<file path="src/design/lss_pkg.sv">
// Shared types, codes and helpers for the line search step sequencer.
`default_nettype none
package lss_pkg;

  localparam int unsigned AddrW = 3;
  localparam logic [5:0] MaxShrinkRst = 6'd16;
  localparam logic OpStart = 1'b0;
  localparam logic OpObj   = 1'b1;
  localparam logic signed [65:0] SatHi = 66'sd2147483647;
  localparam logic signed [65:0] SatLo = -66'sd2147483648;

  typedef enum logic [2:0] {
    PH_IDLE, PH_PROBE, PH_GROW, PH_SHRINK, PH_VERTEX
  } phase_e;

  typedef enum logic [1:0] {
    KIND_EVAL = 2'd0,
    KIND_DONE = 2'd1,
    KIND_FAIL = 2'd2
  } kind_e;

  typedef enum logic [3:0] {
    S_IDLE, S_CHECK, S_DIV1, S_DIV2, S_CURV, S_MUL, S_DIV3, S_EMIT_MID, S_EMIT_VTX
  } ctrl_state_e;

  typedef enum logic [1:0] {
    DIV_D1, DIV_D2, DIV_Q
  } div_sel_e;

  typedef struct packed {
    logic     step;
    logic     div_start;
    div_sel_e div_sel;
    logic     cap_d1;
    logic     cap_d2;
    logic     load_prod;
    logic     cap_vtx;
    logic     emit_mid;
    logic     emit_vtx;
  } ctrl_cmd_t;

  typedef struct packed {
    logic bracket;
    logic vtx_ok;
    logic curv_zero;
    logic div_done;
    logic slot_free;
  } dp_stat_t;

  function automatic logic signed [31:0] sat32(input logic signed [65:0] v);
    logic signed [31:0] r;
    if (v > SatHi) begin
      r = 32'sh7fffffff;
    end else if (v < SatLo) begin
      r = 32'sh80000000;
    end else begin
      r = v[31:0];
    end
    return r;
  endfunction

endpackage
`default_nettype wire

</file>
<file path="src/design/lss_ctrl.sv">
// Controller: sequences beat acceptance, the three divisions and result emission.
`default_nettype none
module lss_ctrl
  import lss_pkg::*;
(
  input  wire logic     clk_i,
  input  wire logic     rst_ni,
  input  wire logic     in_valid_i,
  output logic          in_ready_o,
  input  wire dp_stat_t stat_i,
  output ctrl_cmd_t     cmd_o
);

  ctrl_state_e state_q, state_d;

  always_ff @(posedge clk_i or negedge rst_ni) begin
    if (!rst_ni) begin
      state_q <= S_IDLE;
    end else begin
      state_q <= state_d;
    end
  end

  always_comb begin
    state_d = state_q;
    unique case (state_q)
      S_IDLE:     if (in_valid_i && stat_i.slot_free && stat_i.bracket) state_d = S_CHECK;
      S_CHECK:    state_d = stat_i.vtx_ok ? S_DIV1 : S_EMIT_MID;
      S_DIV1:     if (stat_i.div_done) state_d = S_DIV2;
      S_DIV2:     if (stat_i.div_done) state_d = S_CURV;
      S_CURV:     state_d = stat_i.curv_zero ? S_EMIT_MID : S_MUL;
      S_MUL:      state_d = S_DIV3;
      S_DIV3:     if (stat_i.div_done) state_d = S_EMIT_VTX;
      S_EMIT_MID: if (stat_i.slot_free) state_d = S_IDLE;
      S_EMIT_VTX: if (stat_i.slot_free) state_d = S_IDLE;
      default:    state_d = S_IDLE;
    endcase
  end

  always_comb begin
    cmd_o      = '0;
    cmd_o.div_sel = DIV_D1;
    in_ready_o = 1'b0;
    unique case (state_q)
      S_IDLE: begin
        in_ready_o = stat_i.slot_free;
        cmd_o.step = in_valid_i && stat_i.slot_free;
      end
      S_CHECK: cmd_o.div_start = stat_i.vtx_ok;
      S_DIV1: begin
        cmd_o.cap_d1    = stat_i.div_done;
        cmd_o.div_start = stat_i.div_done;
        cmd_o.div_sel   = DIV_D2;
      end
      S_DIV2: cmd_o.cap_d2 = stat_i.div_done;
      S_CURV: cmd_o.load_prod = !stat_i.curv_zero;
      S_MUL: begin
        cmd_o.div_start = 1'b1;
        cmd_o.div_sel   = DIV_Q;
      end
      S_DIV3: begin
        cmd_o.div_sel = DIV_Q;
        cmd_o.cap_vtx = stat_i.div_done;
      end
      S_EMIT_MID: cmd_o.emit_mid = stat_i.slot_free;
      S_EMIT_VTX: cmd_o.emit_vtx = stat_i.slot_free;
      default: ;
    endcase
  end

  ap_one_emit : assert property (@(posedge clk_i) disable iff (!rst_ni)
    $onehot0({cmd_o.step, cmd_o.emit_mid, cmd_o.emit_vtx}))
    else $error("more than one result source");

  ap_div_wait : assert property (@(posedge clk_i) disable iff (!rst_ni)
    (state_q == S_DIV3 && !stat_i.div_done) |=> state_q == S_DIV3)
    else $error("left final division early");

endmodule
`default_nettype wire

</file>
<file path="config.mk">
export PLATFORM = sky130hd
export DESIGN_NAME = lss_ctrl
export DESIGN_NICKNAME = d
export VERILOG_FILES = /design/src/design/lss_pkg.sv /design/src/design/lss_ctrl.sv
export SDC_FILE = /design/constraint.sdc
export NUM_CORES = 1
export LEC_CHECK = 0
export BUFFER_PORTS_ARGS = -buffer_cell sky130_fd_sc_hd__buf_2
export CAP_MARGIN = 20
export CORE_AREA = 2 2 39 41
export CTS_CLUSTER_SIZE = 20
export DETAILED_ROUTE_END_ITERATION = 10
export DIE_AREA = 0 0 41 43
export PLACE_DENSITY = 0.57
export SYNTH_ARGS = -nofsm -noshare
export SYNTH_HDL_FRONTEND = slang
export SYNTH_SLANG_ARGS = --single-unit
export TNS_END_PERCENT = 20
</file>
<file path="constraint.sdc">
create_clock -name clk_i -period 2.8 [get_ports clk_i]
set_input_delay 0 -clock clk_i [delete_from_list [all_inputs] [get_ports clk_i]]
set_output_delay 0 -clock clk_i [all_outputs]
set_load 0.02 [all_outputs]
</file>
### After elaboration in Yosys (flattened, before gate mapping)

Cells that the tools add are included.

* eq/ne operators: 13
* mux-type cells: 18
* reduce and logical (&&, ||, !) cells: 7

Operators by type and width (number)
* one-hot mux 4 bit (8 select lines): 1
* 2-to-1 mux 4 bit: 5
* == test 4 x 3 -> 1 bit, second input constant: 4
* == test 4 x 2 -> 1 bit, second input constant: 2
* 2-to-1 mux 1 bit: 8
* inequality test 2 bit, second input constant: 4
* AND reduction 5 bit: 1
* == test 4 x 1 -> 1 bit, second input constant: 1
* == test 4 bit, second input constant: 1
* zero test 4 bit: 1
* one-hot mux 2 bit (2 select lines): 1
* OR reduction 2 bit: 2
* 2-to-1 mux 3 bit: 1
* one-hot mux 1 bit (3 select lines): 1
* logical AND 1 bit: 2
* 2-to-1 mux 2 bit: 1
* inequality test 2 x 1 -> 1 bit, second input constant: 1
* zero test 1 bit: 1

* flip-flop bits (word level): 4
* input port bits: 8
* output and inout bits: 11
* logic and storage cells: 39

### Depth between registers and ports, before layout

* depth after elaboration: 4
* mapped depth: 5
* mapped depth without buffers: 4

### Least setup slack after synthesis

No wires, ideal clock.

* kind: reg-to-reg
* start: reg state_q[2]
* end: reg state_q[0]
* setup time: 128 ps
* arrival time: 1258 ps
* data required time: 2672 ps
* slack: 1415 ps
* cell stages (with the launch flop): 6
* path buffers: 1
* period minus slack after synthesis: 1385 ps
* cells stage by stage: dfrtp_1 buf_4 a211oi_1 nand2_1 o211ai_2 mux2_1

* longest elaborated chain between the ends: 4
* elaborated cells on any way between the ends: 17
* classes of those cells: 13 x eq/ne; 1 x mux; 3 x reduce/logical

Ends and longest elaborated chain
* start, declared: line lss_ctrl.sv:14 `ctrl_state_e state_q, state_d;`
* start signal, assigned: line lss_ctrl.sv:20 `state_q <= state_d;`
* == test 4 bit or == test 4 x 3 -> 1 bit (tied branches): line lss_ctrl.sv:26 `unique case (state_q)`
* OR reduction 2 bit (no line)
* inequality test 2 x 1 -> 1 bit (no line)
* AND reduction 5 bit (no line)

Several ways; a longest one is shown, not always the timed one.
A chain may end at the register's enable or synchronous reset.

### Worst setup path in the final report

* start: reg state_q[3]
* end: reg state_q[1]

Same word-level chain as after synthesis.

==> run metrics <==
outcome finished, final reports clean; DP HPWL 703.5 µm; clock transition at the registers of the reported paths roughly 0.040 ns; RSZ-0062 raised after global routing no; share of layout cells above drive strength 1 between 30% and 40%; Max Cap Violations 0; clock skew 0.0008129 ns; switch share between 40 and 50%; DR vias/cell about 5; Port Buf Inserts 18; area used by multi-input combinational logic 267.8 µm²; Seq pwr share 28.3%; number of global-route vias before repair about 340; Max Clk Rate 0.6016 GHz; P per Cell Area 1142 nW/µm²; Setup CP Type reg -> reg; LEAKAGE between 0.2 and 0.3 nW; # IOs 19; Clock Path Buffers 2; CP required 2.91 ns; top_reg_cell synth dfrtp_1; Setup crit start kind flop; final core occ a little under two fifths; max FFs per register 4; Comb pwr share 59.6%; TritonCTS clock tree built; fin crit share between 50% and 60%; reg-to-reg critical path endpoint state_q[1]$_DFFE_PN0P_; Vias ~420; Core Region 1384 µm²; crit path capture type flop; switching power between 0.0002 and 0.0003 W; TritonCTS Buffers 3; largest registers state_q (4); most frequent cells in the layout buf_2 (18), nor2_1 (4), dfrtp_1 (4); Die Ht 43 µm; worst r2r src state_q[3]$_DFFE_PN0P_; Net count, final 77; number of synthesized register bits 4; Slew headroom ~70%; initial antenna violation count 0; GRT Overall Usage 11.49%; Internal Power 0.0002995 W; distinct cell type count after synthesis 29; Layout area overhead 25.98%; Post-Syn Area ~410 µm²; FILL cells approximately 150; Gate Count Post-Synth 49; WL/cell about 12 µm; DRC viols 0; Slew @ Worst Pin 0.4282 ns; Post-synth EDFFs 0; Post-CTS Hold Fix Bufs 1; VDD IR max approximately 0.43 mV; final std cells w/o fill just over 80; Die Footprint ~1800 µm²; Clock Latency Late Sink 0.23 ns; # setup viols final 0; # diodes 0; CTS Root Cell clkbuf_4; R2R depth 4; largest net degree at the start of global routing 15; Starting Density roughly 30%; first-pass GRT wire length between 1000 and 1500 µm; Register Area 100.1 µm²; clock sinks 4; # rows 14; Post CTS Setup Buffer Count 0; commonest non-fill, non-tap cell in the layout buf_2; TNS Setup 0 ns; drt pass-1 iters 3; Hold Path Class in -> async; Biggest register state_q; crit-path max FO 11; Inst Count DP 79; final WL 969 µm; post-CTS sizing 0; DIE WIDTH ~40 µm; grt ovf 0; fin crit period 1.662 ns; fraction of the yosys area taken by sequential cells 24.17%; Post-DRT Antenna Nets 0; DRT iter0 DRCs 2; Arr. time, crit path between 1.5 and 2 ns; Ys Warns 0; syn_nets 57; syn avg cell area approximately 8.5 µm²; final-report hold violation count 0; ys async rst share 100.0%; reg-to-reg slack, setup 1.14 ns; Final GP Congestion about 0.69; clock network fraction of total power between 10% and 20%; Clock H-tree levels 1; Slew Viols, Final 0
-- per-layer routing --
layer,GRT usage [%],vias to the layer above,share of wire (%)
li1,-,217,-
met5,0,-,0
met4,4.000,0,0
met3,4.712,0,3.3
met2,17.50,7,48
met1,14.01,197,49
-- layout make-up --
cell class	count	area share [%]
Inverter	3	2.158
Sequential cell	4	19.18
Tap cell	16	3.837
Multi-Input combinational cell	38	51.32
Clock buffer	3	4.317
Timing Repair Buffer	19	19.18
-- logic make-up after synthesis --
kind of cell	after synthesis	share of synthesized area, %
xor+xnor	1	2.115
flops	4	24.17
buf+inv	7	11.18
mux	3	8.157
compound gates	10	20.54
simple gates	24	33.84
-- through the flow --
stage | total power (W) | setup WS, ns | cell area, µm² | hold WS, ns
after floorplan | 0.0004617 | 1.415 | 414.1 | -0.2956
after global placement | 0.0005241 | 1.147 | 489.2 | -0.1938
after detailed placement | 0.0005240 | 1.146 | 489.2 | -0.1927
after CTS | 0.0006003 | 1.141 | 521.8 | 0.09420
after global routing | 0.0006433 | 1.056 | 521.8 | 0.1041
final | 0.0005957 | 1.138 | 521.8 | 0.1015
-- worst max-delay path, cell delays in order (launching register included) --
cell	delay [ns]
dfrtp_1	0.49
nand2b_1	0.28
a2bb2oi_2	0.20
o211ai_2	0.21
mux2_1	0.36
-- Yosys cell counts (all sizes together) (2+ instances only) --
cell type,number,area (µm²)
a21oi,2,10.01
o211ai,2,20.02
inv,3,11.26
and4,2,17.52
nor2,5,21.27
nand2b,3,18.77
buf,4,35.03
and3,2,12.51
dfrtp,4,100.1
nand3,2,10.01
mux2,3,33.78
nand2,3,11.26
nor3,2,10.01
-- power groups by stage --
stage	Combinational, W	Sequential [W]	Clock [W]
floorplan	0.000356	0.000106	0
global placement	0.000358	0.000166	0
detailed placement	0.000357	0.000167	0
CTS	0.000359	0.000167	0.0000749
global route	0.000392	0.000174	0.0000771
finish	0.000355	0.000169	0.0000718
-- how the worst max path moves through the flow --
stage,slack (ns),from,end
2_1_floorplan,1.41,state_q[2]$_DFFE_PN0P_,state_q[0]$_DFFE_PN0P_
3_3_place_gp,1.15,state_q[1]$_DFFE_PN0P_,state_q[1]$_DFFE_PN0P_
3_5_place_dp,1.15,state_q[2]$_DFFE_PN0P_,state_q[1]$_DFFE_PN0P_
4_1_cts,1.14,state_q[2]$_DFFE_PN0P_,state_q[1]$_DFFE_PN0P_
5_1_grt,1.06,state_q[2]$_DFFE_PN0P_,state_q[1]$_DFFE_PN0P_
6_report,1.14,state_q[3]$_DFFE_PN0P_,state_q[1]$_DFFE_PN0P_
No activity file was read; power rests on OpenSTA's default activity.
